[src/sv/tmds_pkg.sv]
`timescale 1ns / 1ps
// Shared types, codes and constants for the tape machine debug stepper.
// No dependencies; the controller, datapath and top refer to it by scoped names.
package tmds_pkg;

   localparam int TAPE_DEPTH_DEF  = 4096;
   localparam int BREAK_SLOTS_DEF = 16;

   localparam logic [2:0] CMD_LOAD    = 3'd0;
   localparam logic [2:0] CMD_ADD     = 3'd1;
   localparam logic [2:0] CMD_REMOVE  = 3'd2;
   localparam logic [2:0] CMD_STEP    = 3'd3;
   localparam logic [2:0] CMD_RESTART = 3'd4;

   localparam logic [2:0] ST_DONE      = 3'd0;
   localparam logic [2:0] ST_STEPPED   = 3'd1;
   localparam logic [2:0] ST_OUTPUT    = 3'd2;
   localparam logic [2:0] ST_BREAK     = 3'd3;
   localparam logic [2:0] ST_FULL      = 3'd4;
   localparam logic [2:0] ST_NOT_FOUND = 3'd5;
   localparam logic [2:0] ST_UNMATCHED = 3'd6;
   localparam logic [2:0] ST_END       = 3'd7;

   localparam logic [7:0] CH_PLUS  = 8'h2B;
   localparam logic [7:0] CH_MINUS = 8'h2D;
   localparam logic [7:0] CH_RIGHT = 8'h3E;
   localparam logic [7:0] CH_LEFT  = 8'h3C;
   localparam logic [7:0] CH_OPEN  = 8'h5B;
   localparam logic [7:0] CH_CLOSE = 8'h5D;
   localparam logic [7:0] CH_DOT   = 8'h2E;
   localparam logic [7:0] CH_COMMA = 8'h2C;

   typedef struct packed {
      logic [2:0]  command;
      logic [11:0] address;
      logic [7:0]  value;
      logic        ignore_breakpoint;
   } req_type;

   typedef struct packed {
      logic [2:0]  status;
      logic [7:0]  out_byte;
      logic [11:0] program_counter;
      logic [11:0] data_pointer;
   } rsp_type;

   typedef enum logic [2:0] {
      S_CLEAR,
      S_IDLE,
      S_FETCH_OP,
      S_FETCH_CELL,
      S_EXEC,
      S_SCAN_FIRST,
      S_SCAN
   } state_type;

   typedef struct packed {
      logic clear_step;
      logic accept;
      logic fetch_op;
      logic fetch_cell;
      logic exec;
      logic scan_start;
      logic scan_step;
   } ctl_type;

   typedef struct packed {
      logic clear_last;
      logic is_step;
      logic scan_begin;
      logic scan_end;
   } stat_type;

endpackage

[src/sv/tmds_ctrl.sv]
`timescale 1ns / 1ps
// Controller state machine: sequences the clearing pass, command acceptance,
// instruction fetch, execute and bracket scan. Depends on tmds_pkg.
module tmds_ctrl (
   input  logic               clock,
   input  logic               reset,
   input  logic               start,
   output logic               busy,
   input  tmds_pkg::stat_type stat,
   output tmds_pkg::ctl_type  ctl
);

   tmds_pkg::state_type state_ff, state_in;

   always_ff @(posedge clock) begin
      if (reset) begin
         state_ff <= tmds_pkg::S_CLEAR;
      end else begin
         state_ff <= state_in;
      end
   end

   always_comb begin
      state_in = state_ff;
      unique case (state_ff)
         tmds_pkg::S_CLEAR: begin
            if (stat.clear_last) state_in = tmds_pkg::S_IDLE;
         end
         tmds_pkg::S_IDLE: begin
            if (start && stat.is_step) state_in = tmds_pkg::S_FETCH_OP;
         end
         tmds_pkg::S_FETCH_OP:   state_in = tmds_pkg::S_FETCH_CELL;
         tmds_pkg::S_FETCH_CELL: state_in = tmds_pkg::S_EXEC;
         tmds_pkg::S_EXEC: begin
            state_in = stat.scan_begin ? tmds_pkg::S_SCAN_FIRST : tmds_pkg::S_IDLE;
         end
         tmds_pkg::S_SCAN_FIRST: state_in = tmds_pkg::S_SCAN;
         tmds_pkg::S_SCAN: begin
            if (stat.scan_end) state_in = tmds_pkg::S_IDLE;
         end
         default: state_in = tmds_pkg::S_IDLE;
      endcase
   end

   always_comb begin
      ctl            = '0;
      busy           = (state_ff != tmds_pkg::S_IDLE);
      ctl.clear_step = (state_ff == tmds_pkg::S_CLEAR);
      ctl.accept     = (state_ff == tmds_pkg::S_IDLE) && start;
      ctl.fetch_op   = (state_ff == tmds_pkg::S_FETCH_OP);
      ctl.fetch_cell = (state_ff == tmds_pkg::S_FETCH_CELL);
      ctl.exec       = (state_ff == tmds_pkg::S_EXEC);
      ctl.scan_start = (state_ff == tmds_pkg::S_SCAN_FIRST);
      ctl.scan_step  = (state_ff == tmds_pkg::S_SCAN);
   end

endmodule

[config.mk]
export PLATFORM = sky130hd
export DESIGN_NAME = tmds_ctrl
export DESIGN_NICKNAME = d
export VERILOG_FILES = /design/src/sv/tmds_pkg.sv /design/src/sv/tmds_ctrl.sv
export SDC_FILE = /design/constraint.sdc
export NUM_CORES = 1
export LEC_CHECK = 0
export BUFFER_PORTS_ARGS = -buffer_cell sky130_fd_sc_hd__buf_2
export CAP_MARGIN = 40
export CORE_AREA = 2 2 39 41
export CTS_CLUSTER_DIAMETER = 200
export DETAILED_ROUTE_END_ITERATION = 12
export DIE_AREA = 0 0 41 43
export PLACE_DENSITY = 0.38
export RECOVER_POWER = 100
export REMOVE_ABC_BUFFERS = 1
export SETUP_SLACK_MARGIN = 0.3
export SYNTH_ARGS = -nofsm -noshare
export SYNTH_HDL_FRONTEND = slang
export SYNTH_SLANG_ARGS = --single-unit
[constraint.sdc]
create_clock -name clock -period 2.2 [get_ports clock]
set_input_delay 0.66 -clock clock [delete_from_list [all_inputs] [get_ports clock]]
set_output_delay 0.66 -clock clock [all_outputs]
set_load 0.005 [all_outputs]
# After elaboration in Yosys (flattened, before gate mapping)
# Index checks and enable logic that the tools add are counted.
# totals
input_bits	7
out_inout_bits	8
regBits	3
wordCells	20
# classes
eq_ne	10
reduce_logical	4
n_mux	5
# ops
operator	count
one-hot mux 3 bit (7 select lines)	1
two-way mux 3 bit	4
equality test 3 bit (second input constant)	3
equality test 3 x 2 -> 1 bit (second input constant)	2
!= test 2 bit (second input constant)	3
equality test 3 x 1 -> 1 bit (second input constant)	1
logical NOT 3 bit	1
!= test 3 x 1 -> 1 bit (second input constant)	1
AND reduction 3 bit	1
logical AND 1 bit	2

# Longest topological paths before layout
# Gate-level depths: netlist of run 1.
# depth
ltp_word	3
ltp_mapped	4
ltp_nobuf	3

# Least setup slack after synthesis of run 1
# Ideal clock, no wire load.
# synth_path
path_kind	register to output
start	reg state_ff[0]
end	out ctl[5] (netlist bit)
arrival_time_ps	843
n_path_buf	1
stages_incl_launch_ff	4
setup_slack_ps	697
t_required_ps	1540
cell_sequence	dfxtp_1 > buf_2 > nor2b_1 > and3_2
# synth_lines
element	line_no	source
start: declaration	tmds_ctrl.sv:13	tmds_pkg::state_type state_ff, state_in;
start signal: assignment	tmds_ctrl.sv:17	state_ff <= tmds_pkg::S_CLEAR;
start signal: assignment	tmds_ctrl.sv:19	state_ff <= state_in;
end: declaration	tmds_ctrl.sv:10	output tmds_pkg::ctl_type ctl

==> implementation parameters, run 1 <==
Parameter                              Value

Routing
  Via count ... 268
  Remaining number of nets flagged by the antenna check after routing ... 0
  Number of remaining DRC errors ... 0
  Total iterations of the first detailed-routing run ... 2
  Total Routed Length ... around 650 um
  Routed len/inst ... roughly 10 um
  First DRT Iteration DRCs ... 1
  Vias per cell ... 4.12

Clocking
  Worst-skew pair later-pin latency ... between 0.2 and 0.25 ns
  Number of H-tree branching levels ... 1
  Number of sinks handled by clock tree synthesis ... 3
  CTS Root Buffer Type ... clkbuf_4
  Num CTS Buffers ... 3
  Number of buffers added for setup after CTS ... 0
  Clock buffer depth ... 2
  CTS Hold Buffers Added ... 0
  Clock edge transition at the registers on the reported setup and hold paths ... ~0.040 ns
  TritonCTS clock tree ... done

Synthesis
  Share of the synthesized area in the top cell type ... ~27%
  Compound-Gate Fraction of Synth Area ... around 19%
  Simple-gate share of the synthesized area ... 45.8%
  Adder and majority gate portion of the synthesized area ... 0%
  Post-synthesis area per instance ... 6.92 um2
  Yosys reg bits ... 3
  Multiplexer share of the synthesized area ... 0%
  Cell types occupying the most area after synthesis ... dfxtp_1 (27%), nor2_1 (12%), or3_1 (8.5%)
  Sequential area share after synthesis ... 27.1%
  Cell count after synthesis ... 32
  Synth Cell Area ... about 220 um2
  Count of warnings emitted by yosys ... 0
  XOR/XNOR Fraction of Synth Area ... 0%
  Cell type with the highest aggregate area in the netlist ... dfxtp_1
  Main combinational cell family by area after synthesis ... simple AND/OR/NAND/NOR gates
  Yosys cell types ... 17

Timing
  Smallest hold slack ... approximately 0.6 ns
  Number of setup violations in the final report ... 0
  Hold violation total from the final report ... 0
  Rel. slew slack ... 77.1%
  Total negative setup slack ... 0 ns
  Minimum clock period ... 1.89 ns
  Clk_skew ... between 0.001 and 0.0015 ns
  Fmax achieved ... approximately 530 MHz
  Final critical-path share of the clock period ... a little under nine tenths
  Fin worst setup slack ... about 0.3 ns
  Number of max-slew violations in the final report ... 0
  Unrepaired setup endpoints after global routing ... no
  Pin slew with the least headroom to its limit ... 0.344 ns

Cells and area
  Number of fillers in the final layout ... around 160
  Share of post-route cells with drive strength above 1 ... a little over a quarter
  Layout net count ... 57
  Max FFs per register ... 3
  Diode count ... 0
  Leading registers by flop count ... state_ff: 3 flops
  Most frequent cells in the layout ... buf_2 (8), nor2_1 (7), clkbuf_1 (7)
  Register with the most flip-flops ... state_ff
  Synthesis-to-finish area growth ... 43.5%
  Leading cell type in the layout, fill and taps excluded ... buf_2
  Fin area ... roughly 320 um2

Place
  Final RePlAce weighted congestion ... about 0.61
  Half-perimeter wire length after placement ... around 480 um
  Minimum setup slack after placement ... about 0.47 ns
  Instance area at placement ... slightly above 300 um2
  PortBufs ... 14

Floorplanning
  Die height ... ~43 um
  Starting density of the core ... 16.0%
  Area of the core region ... about 1400 um2
  Total Die Area ... 1760 um2
  Site row count ... 14
  DIE WIDTH ... about 41 um
  I/O pins ... 15

Worst setup path
  Cells traversed along the worst timing path ... clkbuf_1 -> nand2b_1 -> nor2_1 -> buf_2
  Launching element of the worst setup path ... state_ff[0]
  CP Max Fanout ... 8
  Top cell family by delay on the critical path ... buffers and inverters
  CP arrival ... 1.23 ns
  Worst Path Class, Setup ... reg2out
  Slowest Stage Delay on Critical Path ... 0.31 ns
  Cell with the biggest individual delay on the critical path ... dfxtp_1
  Critical register-to-register path startpoint ... state_ff[0]
  Critical Path End Type ... primary output
  CP Buf/Inv Count ... 2
  Crit path launch type ... flip-flop
  CP required ... roughly 1.5 ns

Run
  Max_cap viols ... 0

GRT
  Via count of the first global-routing pass ... approximately 210
  Largest net degree at the start of global routing ... 10
  Total Routing Usage GR ... 8.53%
  Global-route wire length before repair ... ~900 um
  Antenna violations before repair ... 0
  Leftover overflow at the end of global routing ... 0

Power and ir drop
  Peak supply drop ... ~0.00024 V
  Leakage power ... roughly 0.14 nW
  Power per standard cell area ... between 600 and 700 nW/um2
  Overall Power ... between 0.0002 and 0.00025 W

Hold path
  Tightest Hold Check Type ... reg2reg
  Hold path startpoint ... state_ff[2]

Status
  Result of the run ... completed
-- synth_stat cells --
cell type	number
nor3_1	2
buf_2	2
inv_2	1
nand2b_4	1
a31oi_1	1
nand2_1	2
dfxtp_1	3
a21oi_1	2
nor2b_1	1
or3_1	3
o32ai_1	1
and3_2	1
a2bb2oi_1	2
nor2_1	7
nand3_1	1
nand2b_1	1
inv_1	1
-- through the flow --
step / instances / utilization [%]
5_1_grt: 65 / 23.0
2_1_floorplan: 30 / -
6_report: 65 / 23.0
4_1_cts: 65 / 24.3
3_3_place_gp: 61 / 22.3
3_5_place_dp: 61 / 22.3
-- routing by layer --
metal	track usage [%]	wire, um	share of wire, %	vias up
li1	-	-	-	147
met1	12.5	337	52	109
met2	7.81	253	39	12
met3	7.85	58	8.9	0
met4	4.00	0	0	0
met5	0	0	0	-
-- kinds of logic (layout without fill, tap and decap cells) --
family | Yosys count | count (layout)
flip-flops | 3 | 3
AND/OR/NAND/NOR | 19 | 19
AO/OA/AOI/OAI | 6 | 6
buffers and inverters | 4 | 21
-- where the power goes --
part / switching, W / internal [W]
logic: 0.0000210 / 0.0000200
registers: 0.00000322 / 0.0000580
clock network: 0.0000299 / 0.0000681
-- final cells by class --
type                            count  area, um2  area share (%)
Tap cell                           16       20.0            6.30
Clock buffer                        4       26.3            8.27
Sequential cell                     3       60.1            18.9
Timing Repair Buffer               15       67.6            21.3
Multi-Input combinational cell     25        136            42.9
Inverter                            2       7.51            2.36
-- worst reg2reg max path: cells and delay by family, from the launching register on --
| family | cells | cell delay (ns) |
|---|---|---|
| simple gates | 2 | 0.55 |
| flops | 1 | 0.30 |
| buf+inv | 1 | 0.19 |
| compound gates | 1 | 0.16 |
-- what timing repair did --
item / in CTS / in global routing
resized for setup: 1 / 0
setup endpoints to repair: 1 / 0
endpoints found under the hold margin: 0 / 0
-- final timing paths --
path	to	slack, ns	cells after the start
max reg2reg	state_ff[2]	0.94	4
min reg2reg	state_ff[0]	0.60	1
min	state_ff[0]	0.60	1
max	ctl[4]	0.31	4
Note: power is estimated with default switching activity, not from simulation.
==> run 2, diff against run 1 <==
==> constraint.sdc (replaced) <==
create_clock -name clock -period 1.9 [get_ports clock]
set_input_delay 0.57 -clock clock [delete_from_list [all_inputs] [get_ports clock]]
set_output_delay 0.57 -clock clock [all_outputs]
set_load 0.005 [all_outputs]
==> implementation parameters, run 2 (synthesized netlist as in run 1, its figures left out) <==
Parameter                              Value

Power and ir drop
  Peak supply drop ... between 0.0002 and 0.00025 V
  Power per standard cell area ... roughly 670 nW/um2
  NetSw ... just over 0.00006 W
  Power share of the clock group ... a little under half
  Leakage power ... between 0.15 and 0.2 nW
  Sequential cell fraction of total power ... between 30% and 40%
  Cell Int Power ... 0.000178 W
  Combinational group share of total power ... between 20% and 30%
  Switching share of total power ... about 26%

Floorplanning
  Die height ... between 40 and 50 um
  DIE WIDTH ... 41 um
  Area of the core region ... around 1400 um2
  Starting density of the core ... 16.0%
  I/O pins ... 15
  Site row count ... 14
  Total Die Area ... between 1500 and 2000 um2

Cells and area
  Register with the most flip-flops ... state_ff
  Number of fillers in the final layout ... between 150 and 200
  Diode count ... 0
  Synthesis-to-finish area growth ... 61.0%
  Leading registers by flop count ... state_ff: 3 flops
  Most frequent cells in the layout ... clkbuf_1 (7), buf_2 (7), nor2_1 (6)
  Share of post-route cells with drive strength above 1 ... approximately 40%
  Layout net count ... 58
  Max FFs per register ... 3

Timing
  Number of setup violations in the final report ... 0
  Unrepaired setup endpoints after global routing ... yes
  Fin worst setup slack ... approximately 0.23 ns
  Final critical-path share of the clock period ... 88.1%
  Minimum clock period ... about 1.7 ns
  Pin slew with the least headroom to its limit ... between 0.2 and 0.3 ns
  Fmax achieved ... between 500 and 600 MHz
  Clk_skew ... 0.00458 ns
  Number of max-slew violations in the final report ... 0
  Rel. slew slack ... 80.8%
  Total negative setup slack ... 0 ns
  Hold violation total from the final report ... 0

Status
  Result of the run ... completed

Clocking
  Clock buffer depth ... 2
  Number of sinks handled by clock tree synthesis ... 3
  TritonCTS clock tree ... done
  Clock edge transition at the registers on the reported setup and hold paths ... approximately 0.04 ns
  CTS Hold Buffers Added ... 0
  Number of H-tree branching levels ... 1
  CTS Root Buffer Type ... clkbuf_4
  Worst-skew pair later-pin latency ... ~0.23 ns
  Num CTS Buffers ... 3

GRT
  Largest net degree at the start of global routing ... 10
  Leftover overflow at the end of global routing ... 0
  Total Routing Usage GR ... between 8 and 9%
  Antenna violations before repair ... 0
  Global-route wire length before repair ... 1010 um
  Via count of the first global-routing pass ... about 260

Run
  Max_cap viols ... 0

Routing
  Via count ... about 280
  First DRT Iteration DRCs ... 2
  Remaining number of nets flagged by the antenna check after routing ... 0
  Number of remaining DRC errors ... 0
  Total Routed Length ... between 600 and 700 um
  Routed len/inst ... ~10 um
  Vias per cell ... 4.18
  Total iterations of the first detailed-routing run ... 2

Worst setup path
  Cell with the biggest individual delay on the critical path ... dfxtp_1
  Crit path launch type ... flip-flop
  Cells traversed along the worst timing path ... inv_4 -> nor3_1 -> clkbuf_1
  CP Max Fanout ... 9
  CP required ... about 1.3 ns
  Critical Path End Type ... primary output
  Worst Path Class, Setup ... reg2out
  CP arrival ... ~1.1 ns
  Slowest Stage Delay on Critical Path ... roughly 0.47 ns

Place
  Half-perimeter wire length after placement ... approximately 480 um
  Minimum setup slack after placement ... 0.348 ns
  PortBufs ... 14
  Final RePlAce weighted congestion ... around 0.6

Hold path
  Tightest Hold Check Type ... in2reg
-- run 2: power groups by stage --
stage	registers, W	clock network (W)	logic (W)
after floorplan	0.0000745	0	0.0000260
after global routing	0.0000738	0.000123	0.0000635
after global placement	0.0000726	0	0.0000539
after CTS	0.0000724	0.000114	0.0000551
after detailed placement	0.0000725	0	0.0000529
final	0.0000728	0.000111	0.0000564
-- run 2: per-stage QoR --
stage	area [um2]	std cells	total power [W]	hold WS, ns	utilization [%]
after floorplan	211	30	0.000100	0.542	-
after global placement	309	61	0.000127	0.637	22.3
after detailed placement	309	61	0.000125	0.613	22.3
after CTS	344	65	0.000241	0.537	24.9
after global routing	357	66	0.000260	0.551	25.8
final	357	66	0.000240	0.549	25.8
-- run 2: final timing paths --
kind,start,depth (start not counted),slack [ns],to
max,state_ff[2],3,0.23,ctl[2]
min,reset,2,0.55,state_ff[1]
max reg2reg,state_ff[2],3,0.74,state_ff[2]
min reg2reg,state_ff[1],2,0.62,state_ff[1]
-- run 2: timing repair --
item	CTS	global route
resized for setup	4	6
setup buffers	0	1
setup endpoints to repair	7	7
hold endpoints to repair	0	0
-- run 2: layer usage --
metal | vias to the layer above | global-route usage (%) | wire [um]
met5 | - | 0 | 0
met2 | 10 | 9.38 | 316
li1 | 146 | - | -
met1 | 120 | 12.8 | 304
met4 | 0 | 6.00 | 0
met3 | 0 | 3.14 | 43
-- run 2: critical path, delay by kind of cell (launching register included) --
| kind | cells | cell delay [ns] |
|---|---|---|
| and+or+nand+nor | 1 | 0.18 |
| buffers and inverters | 2 | 0.22 |
| DFF | 1 | 0.47 |
-- run 2: final cells by class --
cell class	count	area (um2)	share of cell area (%)
sequential	3	65.1	18.2
clock buffer	4	26.3	7.37
timing repair buffer	16	81.3	22.8
tap	16	20.0	5.61
inverter	2	10.0	2.81
multi-input combinational	25	154	43.2
